### config.mk
export PLATFORM = sky130hd
export DESIGN_NAME = fir_engine_register_interface_core
export DESIGN_NICKNAME = d
export VERILOG_FILES = /design/src/design/fir_pkg.sv /design/src/design/fir_front.sv /design/src/design/fir_back.sv /design/src/design/fir_engine_register_interface_core.sv
export SDC_FILE = /design/constraint.sdc
export NUM_CORES = 2
export LEC_CHECK = 0
export BUFFER_PORTS_ARGS = -buffer_cell sky130_fd_sc_hd__buf_2
export CAP_MARGIN = 15
export CORE_AREA = 2 2 472 474
export DETAILED_ROUTE_END_ITERATION = 10
export DIE_AREA = 0 0 474 476
export SETUP_SLACK_MARGIN = 0.05
export SLEW_MARGIN = 20
export SYNTH_ARGS = -nofsm -noshare
export SYNTH_HDL_FRONTEND = slang
export SYNTH_HIERARCHICAL = 1
export SYNTH_SLANG_ARGS = --single-unit
### constraint.sdc
create_clock -name clk -period 14.6 [get_ports clk]
set_clock_uncertainty 0.05 [all_clocks]
set_input_delay 2.19 -clock clk [delete_from_list [all_inputs] [get_ports clk]]
set_output_delay 2.19 -clock clk [all_outputs]
set_load 0.005 [all_outputs]
### src/design/fir_pkg.sv
// Shared access type and register offsets for the FIR register-interface engine.
package fir_pkg;

    localparam logic [7:0] OFF_CTRL = 8'h00;
    localparam logic [7:0] OFF_LEN  = 8'h10;
    localparam logic [7:0] OFF_TAP  = 8'h20;
    localparam logic [7:0] OFF_PUSH = 8'h80;
    localparam logic [7:0] OFF_POP  = 8'h84;

    // One bus access as it travels from the front to the back
    typedef struct packed {
        logic        command;
        logic [7:0]  address;
        logic [31:0] wr_value;
    } fir_access_t;

endpackage

### src/design/fir_front.sv
// Input side: accept bus beats and queue them for the back end.
module fir_front
    import fir_pkg::*;
(
    input  logic        clk,
    input  logic        rst_n,
    input  logic        in_valid,
    output logic        in_ready,
    input  fir_access_t in_access,
    output logic        q_valid,
    input  logic        q_ready,
    output fir_access_t q_access
);

    fir_access_t mem_reg [2];
    logic        wr_ptr_reg;
    logic        rd_ptr_reg;
    logic [1:0]  count_reg;

    logic push;
    logic pop;

    assign in_ready = (count_reg != 2'd2);
    assign q_valid  = (count_reg != 2'd0);
    assign q_access = mem_reg[rd_ptr_reg];
    assign push     = in_valid && in_ready;
    assign pop      = q_valid && q_ready;

    // Hold pointers and fill count of the two-entry queue
    always_ff @(posedge clk or negedge rst_n)
    begin
        if (!rst_n)
        begin
            wr_ptr_reg <= 1'b0;
            rd_ptr_reg <= 1'b0;
            count_reg  <= 2'd0;
        end
        else
        begin
            if (push)
                wr_ptr_reg <= ~wr_ptr_reg;
            if (pop)
                rd_ptr_reg <= ~rd_ptr_reg;
            count_reg <= count_reg + {1'b0, push} - {1'b0, pop};
        end
    end

    // Store the accepted beat
    always_ff @(posedge clk)
    begin
        if (push)
            mem_reg[wr_ptr_reg] <= in_access;
    end

endmodule

### src/design/fir_back.sv
// Back end: register file, sample ring and shared multiply-accumulate.
module fir_back
    import fir_pkg::*;
#(
    parameter int TAP_COUNT = 11
)
(
    input  logic        clk,
    input  logic        rst_n,
    input  logic        q_valid,
    output logic        q_ready,
    input  fir_access_t q_access,
    output logic        out_valid,
    input  logic        out_ready,
    output logic [31:0] out_data
);

    localparam int IW = (TAP_COUNT > 1) ? $clog2(TAP_COUNT) : 1;
    localparam logic [IW-1:0] LAST = IW'(TAP_COUNT - 1);

    typedef enum logic [1:0] { ST_IDLE, ST_MAC, ST_SCALE } state_t;

    state_t      state_reg;
    logic [31:0] tap_reg   [TAP_COUNT];
    logic [31:0] ring_reg  [TAP_COUNT];
    logic [TAP_COUNT-1:0] ring_ok_reg;
    logic [IW-1:0] newest_reg;
    logic [31:0] len_reg;
    logic [31:0] taken_reg;
    logic        start_reg;
    logic        done_reg;
    logic        idle_reg;
    logic        rvalid_reg;
    logic [31:0] hold_reg;
    logic [31:0] acc_reg;
    logic [IW-1:0] j_reg;
    logic [IW-1:0] k_reg;
    logic [31:0] prod_reg;
    logic        out_valid_reg;
    logic [31:0] out_data_reg;

    logic        cmd;
    logic [7:0]  addr;
    logic [31:0] wd;
    logic        tap_hit;
    logic [7:0]  tap_off;
    logic [IW-1:0] tap_idx;
    logic        sample_ready;
    logic [31:0] status;
    logic [IW-1:0] slot_next;
    logic [31:0] samp;
    logic        push_ok;
    logic [31:0] rd_data;

    assign cmd  = q_access.command;
    assign addr = q_access.address;
    assign wd   = q_access.wr_value;

    // Decode tap offsets
    assign tap_off = addr - OFF_TAP;
    assign tap_hit = (addr >= OFF_TAP) && (addr[1:0] == 2'b00)
                     && (tap_off[7:2] < 6'(TAP_COUNT));
    assign tap_idx = IW'(tap_off[7:2]);

    assign sample_ready = !idle_reg && !rvalid_reg && (taken_reg < len_reg);
    assign status = {26'd0, rvalid_reg, sample_ready, 1'b0, idle_reg, done_reg, start_reg};
    assign slot_next = (newest_reg == LAST) ? '0 : newest_reg + 1'b1;
    assign samp = ring_ok_reg[k_reg] ? ring_reg[k_reg] : 32'd0;
    assign push_ok = cmd && (addr == OFF_PUSH) && sample_ready;

    // Select read data; writes and unmapped offsets return zero
    always_comb
    begin
        rd_data = '0;
        if (!cmd)
        begin
            if (addr == OFF_CTRL)
                rd_data = status;
            else if (addr == OFF_LEN)
                rd_data = len_reg;
            else if (addr == OFF_POP)
                rd_data = hold_reg;
            else if (tap_hit)
                rd_data = tap_reg[tap_idx];
        end
    end

    assign q_ready   = (state_reg == ST_IDLE) && !out_valid_reg;
    assign out_valid = out_valid_reg;
    assign out_data  = out_data_reg;

    // Sequence accesses and walk the MAC over the taps
    always_ff @(posedge clk or negedge rst_n)
    begin
        if (!rst_n)
        begin
            state_reg     <= ST_IDLE;
            ring_ok_reg   <= '0;
            newest_reg    <= '0;
            len_reg       <= '0;
            taken_reg     <= '0;
            start_reg     <= 1'b0;
            done_reg      <= 1'b0;
            idle_reg      <= 1'b1;
            rvalid_reg    <= 1'b0;
            hold_reg      <= '0;
            out_valid_reg <= 1'b0;
            for (int i = 0; i < TAP_COUNT; i++)
                tap_reg[i] <= '0;
        end
        else
        begin
            if (out_valid_reg && out_ready)
                out_valid_reg <= 1'b0;
            unique case (state_reg)
                ST_IDLE:
                begin
                    if (q_valid && q_ready)
                    begin
                        // An accepted push replies only when the MAC ends
                        out_valid_reg <= !push_ok;
                        out_data_reg  <= rd_data;
                        if (cmd)
                        begin
                            if (addr == OFF_CTRL)
                            begin
                                if (wd[0] && idle_reg)
                                begin
                                    ring_ok_reg <= '0;
                                    newest_reg  <= '0;
                                    taken_reg   <= '0;
                                    rvalid_reg  <= 1'b0;
                                    done_reg    <= (len_reg == 32'd0);
                                    start_reg   <= (len_reg != 32'd0);
                                    idle_reg    <= (len_reg == 32'd0);
                                end
                            end
                            else if (addr == OFF_LEN)
                            begin
                                if (idle_reg)
                                    len_reg <= wd;
                            end
                            else if (addr == OFF_PUSH)
                            begin
                                if (sample_ready)
                                begin
                                    // Shift sample in, hold result until MAC ends
                                    newest_reg            <= slot_next;
                                    ring_reg[slot_next]   <= wd;
                                    ring_ok_reg[slot_next] <= 1'b1;
                                    acc_reg               <= '0;
                                    j_reg                 <= '0;
                                    k_reg                 <= slot_next;
                                    state_reg             <= ST_SCALE;
                                end
                            end
                            else if (tap_hit && idle_reg)
                            begin
                                tap_reg[tap_idx] <= wd;
                            end
                        end
                        else
                        begin
                            if (addr == OFF_POP)
                                rvalid_reg <= 1'b0;
                        end
                    end
                end
                ST_SCALE:
                begin
                    // Register one product
                    prod_reg  <= 32'(tap_reg[j_reg] * samp);
                    state_reg <= ST_MAC;
                end
                ST_MAC:
                begin
                    // Accumulate and advance one tap
                    if (j_reg == LAST)
                    begin
                        hold_reg      <= acc_reg + prod_reg;
                        rvalid_reg    <= 1'b1;
                        start_reg     <= 1'b0;
                        taken_reg     <= taken_reg + 32'd1;
                        if (taken_reg + 32'd1 >= len_reg)
                        begin
                            done_reg <= 1'b1;
                            idle_reg <= 1'b1;
                        end
                        out_valid_reg <= 1'b1;
                        out_data_reg  <= '0;
                        state_reg     <= ST_IDLE;
                    end
                    else
                    begin
                        acc_reg   <= acc_reg + prod_reg;
                        j_reg     <= j_reg + 1'b1;
                        k_reg     <= (k_reg == '0) ? LAST : k_reg - 1'b1;
                        state_reg <= ST_SCALE;
                    end
                end
                default:
                    state_reg <= ST_IDLE;
            endcase
        end
    end

endmodule

### src/design/fir_engine_register_interface_core.sv
// Top level of the FIR engine behind bus registers.
//  channel | direction | tdata fields (low bit first)
//  s_axis  | in        | command[0], address[8:1], wr_value[40:9]
//  m_axis  | out       | read_data[31:0]
// An accepted beat is registered in the two-entry queue before the back end sees it.
// A register access has its reply valid from the edge at which the back end
// takes it; an accepted sample push first runs the shared multiply-accumulate,
// one multiply then one add per tap.
// The back end takes no new beat while its reply waits on m_axis_tready.
// rst_n clears all control state and the taps asynchronously.
module fir_engine_register_interface_core
    import fir_pkg::*;
#(
    parameter int TAP_COUNT = 11
)
(
    input  logic        clk,
    input  logic        rst_n,
    input  logic        s_axis_tvalid,
    output logic        s_axis_tready,
    input  logic [47:0] s_axis_tdata,   // command, address, wr_value, zero pad
    output logic        m_axis_tvalid,
    input  logic        m_axis_tready,
    output logic [31:0] m_axis_tdata    // read_data
);

    fir_access_t in_access;
    fir_access_t q_access;
    logic        q_valid;
    logic        q_ready;

    assign in_access.command  = s_axis_tdata[0];
    assign in_access.address  = s_axis_tdata[8:1];
    assign in_access.wr_value = s_axis_tdata[40:9];

    fir_front u_front (
        .clk      (clk),
        .rst_n    (rst_n),
        .in_valid (s_axis_tvalid),
        .in_ready (s_axis_tready),
        .in_access(in_access),
        .q_valid  (q_valid),
        .q_ready  (q_ready),
        .q_access (q_access)
    );

    fir_back #(.TAP_COUNT(TAP_COUNT)) u_back (
        .clk      (clk),
        .rst_n    (rst_n),
        .q_valid  (q_valid),
        .q_ready  (q_ready),
        .q_access (q_access),
        .out_valid(m_axis_tvalid),
        .out_ready(m_axis_tready),
        .out_data (m_axis_tdata)
    );

endmodule
* Word-level counts from Yosys, hierarchy flattened
Memory sizes are Yosys's and may differ from the RTL's. A register that Yosys moved wholly into a read port is not among the register bits.
Cells that the tools add are included.
** Operators by class
- Bitwise logic cells :: 8
- Order comparisons :: 10
- Reduce and logical (&&, ||, !) cells :: 40
- Multiplexer cells :: 104
- Equal/unequal tests :: 24
- $add $sub $neg :: 8
- $mul :: 1
** Operators by type and width (number)
- 32-bit two-way mux :: 25
- 352-bit bitwise mux :: 1
- 32-bit binary-select mux with 4-bit select :: 2
- 32-bit one-hot mux with 2 select lines :: 3
- 32-bit demux with 4-bit select :: 1
- 4-bit two-way mux :: 19
- 11-bit two-way mux :: 5
- 32-bit by 1-bit adder with 32-bit output, second input constant :: 1
- 32-bit adder :: 1
- 32-bit >= comparator :: 1
- 32-bit logical NOT :: 1
- 32-bit < comparator :: 1
- 32-bit by 32-bit multiplier with 32-bit output :: 1
- 1-bit two-way mux :: 32
- 32-bit nonzero test :: 1
- 6-bit AND reduction :: 4
- 7-bit AND reduction :: 3
- 8-bit == test, second input constant :: 2
- 4-bit one-hot mux with 2 select lines :: 2
- 1-bit logical AND :: 15
- 2-bit two-way mux :: 7
- 2-bit by 1-bit != test with 1-bit output, second input constant :: 7
- 2-bit != test, second input constant :: 7
- 11-bit bitwise OR :: 1
- 31 further kinds :: 52
** Word-level totals
- Bits in writable memories :: 434
- Register bits :: 578
- Memories kept :: 2
- Input port bits :: 52
- Output and inout port bits :: 34
** Memory list
- u_back.ring_reg :: depth 11, width 32, read ports 1, clocked after memory_dff 1, wr ports 1, RTL line fir_back.sv:25 : logic [31:0] ring_reg [TAP_COUNT];
- u_front.mem_reg :: depth 2, width 41, read ports 1, clocked after memory_dff 0, wr ports 1, RTL line fir_front.sv:15 : fir_access_t mem_reg [2];

* Depth between registers and ports, before layout
An unclocked memory read counts as a cell.
- Depth in word-level cells :: 13
- Gate-level depth with buffers :: 40
- Depth with buffers taken out :: 33

* Cells and area by module
Netlist, hierarchy kept.
** Modules (own cells, without submodules)
- fir_back :: seq. area each 25535.7 sq um, area an instance 60606.9 sq um, instances 1, cells an instance 5056
- fir_front :: seq. area each 2562.5 sq um, area an instance 3179.3 sq um, instances 1, cells an instance 145

* Worst setup path after synthesis
No wires, ideal clock.
- Path kind :: reg-to-reg
- Start point :: reg u_back.j_reg[0]
- End point :: reg u_back.prod_reg[30] (data pin)
- Buffers on the path :: 5
- Slack :: 5.821 ns
- Data arrival time :: 8.466 ns
- Stages on the path, launching flop included :: 33
- Clock period less this slack :: 8.779 ns
- Path through :: edfxtp_1 -> buf_6 -> buf_4 -> buf_2 -> mux4_2 -> mux2i_1 -> nor2_1 -> a21oi_1 -> clkbuf_1 -> clkbuf_1 -> nor2_1 -> fa_1 -> fa_1 -> fa_1 -> inv_1 -> fa_1 -> inv_1 -> fa_1 -> inv_1 -> fa_1 -> inv_1 -> fa_1 -> inv_1 -> fa_1 -> inv_1 -> ha_1 -> and4_1 -> and3_1 -> a32o_1 -> nor4_1 -> o31ai_1 -> a221oi_1 -> xnor2_1
** Between the ends
- Cells in the longest elaborated chain, start to end :: 5
** Ends and longest elaborated chain
- start, declared :: RTL line fir_back.sv:36 : logic [IW-1:0] j_reg;
- start signal, assigned :: RTL line fir_back.sv:196 : j_reg <= j_reg + 1'b1;
- 4-bit NOT with 5-bit output (implied by the code) :: RTL line fir_back.sv:172 : prod_reg <= 32'(tap_reg[j_reg] * samp);
- 32-bit binary-select mux with 4-bit select :: RTL line fir_back.sv:172
- 32-bit two-way mux (implied by the code) (2 in series) :: RTL line fir_back.sv:172
- 32-bit by 32-bit multiplier with 32-bit output :: RTL line fir_back.sv:172
- end signal, assigned :: RTL line fir_back.sv:172
- end, declared :: RTL line fir_back.sv:38 : logic [31:0] prod_reg;
No other way between the ends. The select of a mux whose other input is x is not followed.
A chain may end at the register's enable or synchronous reset.

==> metrics.csv <==
metric,value,unit
cts_tree,built,
maxCapViolCount,0,
reg2reg_to,u_back/prod_reg[30]$_DFFE_PP_,
clkSinkCount,1016,
wl_met3,12000,um
synth-edff-count,538,
cts_resized,0,
synthArstFlopShare,46.7,%
die_h,476,um
worstPathMaxFanout,35,
drc,0,
synth_cells,5201,
dp_cells,8029,
final_cell_area,71000,um2
crit_slowest_cell,dfxtp_4,
drt_iter0_markers,3723,
grt_pass1_wl,280000,um
drtAntennaViolNets,0,
synth.distinct_cells,79,
cts-root-buf,clkbuf_16,
routedWlPerCell,22.5,um
syn2layout_area_growth,11.3,%
firstDrtPassIters,10,
outcome,"complete, no violations",
ys_seq_area_share,44.1,%
grt_max_degree,101,
p_per_area,99.5,nW/um2
cp_common_cell,fa_1,
critPathArrivalTime,11210,ps
slowest_delay,780,ps
port_buffers,78,
setup_viol,0,
required,15070,ps
maxSlewViolCount,0,
io_pins,86,
period_share,73.6,%
ys.flop_type,edfxtp_1,
end_kind,flip-flop,
synth_area,63800,um2
start_util,28.9,%
die_width,474,um
place_area,67500,um2
route.met2.wl,90800,um
reg2reg_depth,29,
hold_depth,1,
gp_congestion,0.865,
rows,173,
worstMarginPinSlew,1170,ps
setup.worst_path.start_class,flip-flop,
yosys_register_bits,1016,
design.core.area,221000,um2
antenna_found_initial,6,
drive_gt1_share,20.1,%
min-delay-start,u_back/start_reg$_DFFE_PN0P_,
via_per_inst,5.06,
track_usage,16.4,%
wl_met1,73700,um
hold_buffers,0,
holdWs,427,ps
clockBufferDepth,3,
final_core_util,32.1,%
r2r_slack,3860,ps
final_cells,8217,
synth_area_per_cell,12.3,um2
cts_setup_buffers,0,
holdPathEnd,u_back/start_reg$_DFFE_PN0P_,
power_leakage,0.0295,uW
ys_warn_count,6,
crit_type,reg -> reg,
finalHoldViolCount,0,
hpwl,125000,um
via_count,41500,
vdd_drop_max,0.000136,V
fin_crit,10740,ps
slew_headroom,21.0,%
die_area,226000,um2
top_layer,met5,
htreeDepth,3,
path_clk_slew,70,ps
grt_pass1_vias,43700,
min_path_type,reg -> reg,
clock.fmax,93.1,MHz
clock_latency,740,ps
synth_fp_nets,5887,
grt_setup_unrepaired,no,
routed_wl,185000,um
numCtsBuffers,100,
fin_setup_tns,0,ps
grt_overflow,0,
final_nets,5843,
layer usage:
layer,track usage (%),vias up
met4,7.07,6
met3,2.63,325
met1,20.4,21800
met2,28.1,1417
met5,0,-
li1,-,18000
synth_stat cells (41+ instances only):
library cell / count / area (um2)
mux4_2: 182 / 4100
nand3_1: 80 / 400
o21ai_0: 207 / 1040
edfxtp_1: 538 / 16200
mux2i_1: 149 / 1490
ha_1: 225 / 2820
or2_2: 51 / 319
buf_2: 41 / 205
xnor2_1: 105 / 920
nand2_1: 234 / 878
nor2_1: 475 / 1780
inv_1: 529 / 1990
a21oi_1: 143 / 716
mux2_2: 410 / 4620
nand2b_1: 83 / 519
or3_1: 52 / 325
xor2_1: 41 / 359
clkbuf_1: 221 / 830
dfrtp_1: 473 / 11800
fa_1: 409 / 8190
buf_1: 50 / 188
nor2b_1: 58 / 363
cell usage in the layout, fill, tap and decap left out, types with 16 or more instances in the layout:
master     instances
a211oi_1          16
a21o_1            36
a21oi_1          137
a222oi_1          26
a22o_1            20
and2_1            20
and3_1            24
buf_2             77
buf_4            107
clkbuf_1          18
clkbuf_16        101
clkinv_2          21
dfrtp_1          472
edfxtp_1         538
fa_1             409
ha_1             225
inv_1            529
mux2_2           408
mux2i_1          149
mux4_2           182
nand2_1          230
nand2b_1          81
nand3_1           77
nand4_1           21
nor2_1           464
nor2b_1           56
nor3_1            25
o211ai_1          29
o21a_1            31
o21ai_0          207
or2_2             51
or3_1             51
xnor2_1          105
xor2_1            41
final cells by class:
cell class,instances,area (um2)
Fill cell,21900,150000
Inverter,530,1990
Sequential cell,1016,28100
Clock buffer,124,2660
Timing Repair Buffer,189,1270
Clock inverter,60,743
Multi-Input combinational cell,3320,32500
Antenna cell,3,7.51
Tap cell,2975,3720
how the worst max path moves through the flow:
stage / start / end / slack, ps / cells past startpoint
3_3_place_gp: flip-flop / u_back/prod_reg[28]$_DFFE_PP_ / 3810 / 28
4_1_cts: flip-flop / u_back/prod_reg[28]$_DFFE_PP_ / 3800 / 28
5_1_grt: flip-flop / u_back/prod_reg[30]$_DFFE_PP_ / 3390 / 31
3_5_place_dp: flip-flop / u_back/prod_reg[28]$_DFFE_PP_ / 3800 / 28
2_1_floorplan: u_back/j_reg[0]$_SDFFCE_PN0P_ / u_back/prod_reg[30]$_DFFE_PP_ / 5820 / 32
6_report: flip-flop / u_back/prod_reg[30]$_DFFE_PP_ / 3860 / 29
kinds of logic after synthesis:
kind of cell	Yosys count	share of synthesized area, %
AO/OA/AOI/OAI	616	6.09
XOR/XNOR	147	2.03
adder cells (fa/ha/maj)	634	17.2
buffers and inverters	865	5.43
flip-flops	1016	44.1
multiplexers	756	16.6
AND/OR/NAND/NOR	1167	8.53
worst max-delay path: cells and delay by family, from the launching register on:
| family | cells | cell delay [ps] |
|---|---|---|
| XOR/XNOR | 1 | 360 |
| AO/OA/AOI/OAI | 4 | 1790 |
| buffers and inverters | 7 | 810 |
| AND/OR/NAND/NOR | 6 | 1450 |
| multiplexers | 2 | 800 |
| flip-flops | 1 | 780 |
| adder cells (fa/ha/maj) | 9 | 4450 |
where the power goes:
part           internal, uW  switching (uW)
registers              3240            24.5
clock network          1490            1190
logic                   241             865
metrics by stage:
stage                     worst slack [ps]  power, uW
after floorplan                       5820       3930
after global placement                3810       4420
after detailed placement              3800       4440
after CTS                             3800       7140
after global routing                  3390       7300
final                                 3860       7060
(Power assumes the default switching activity.)
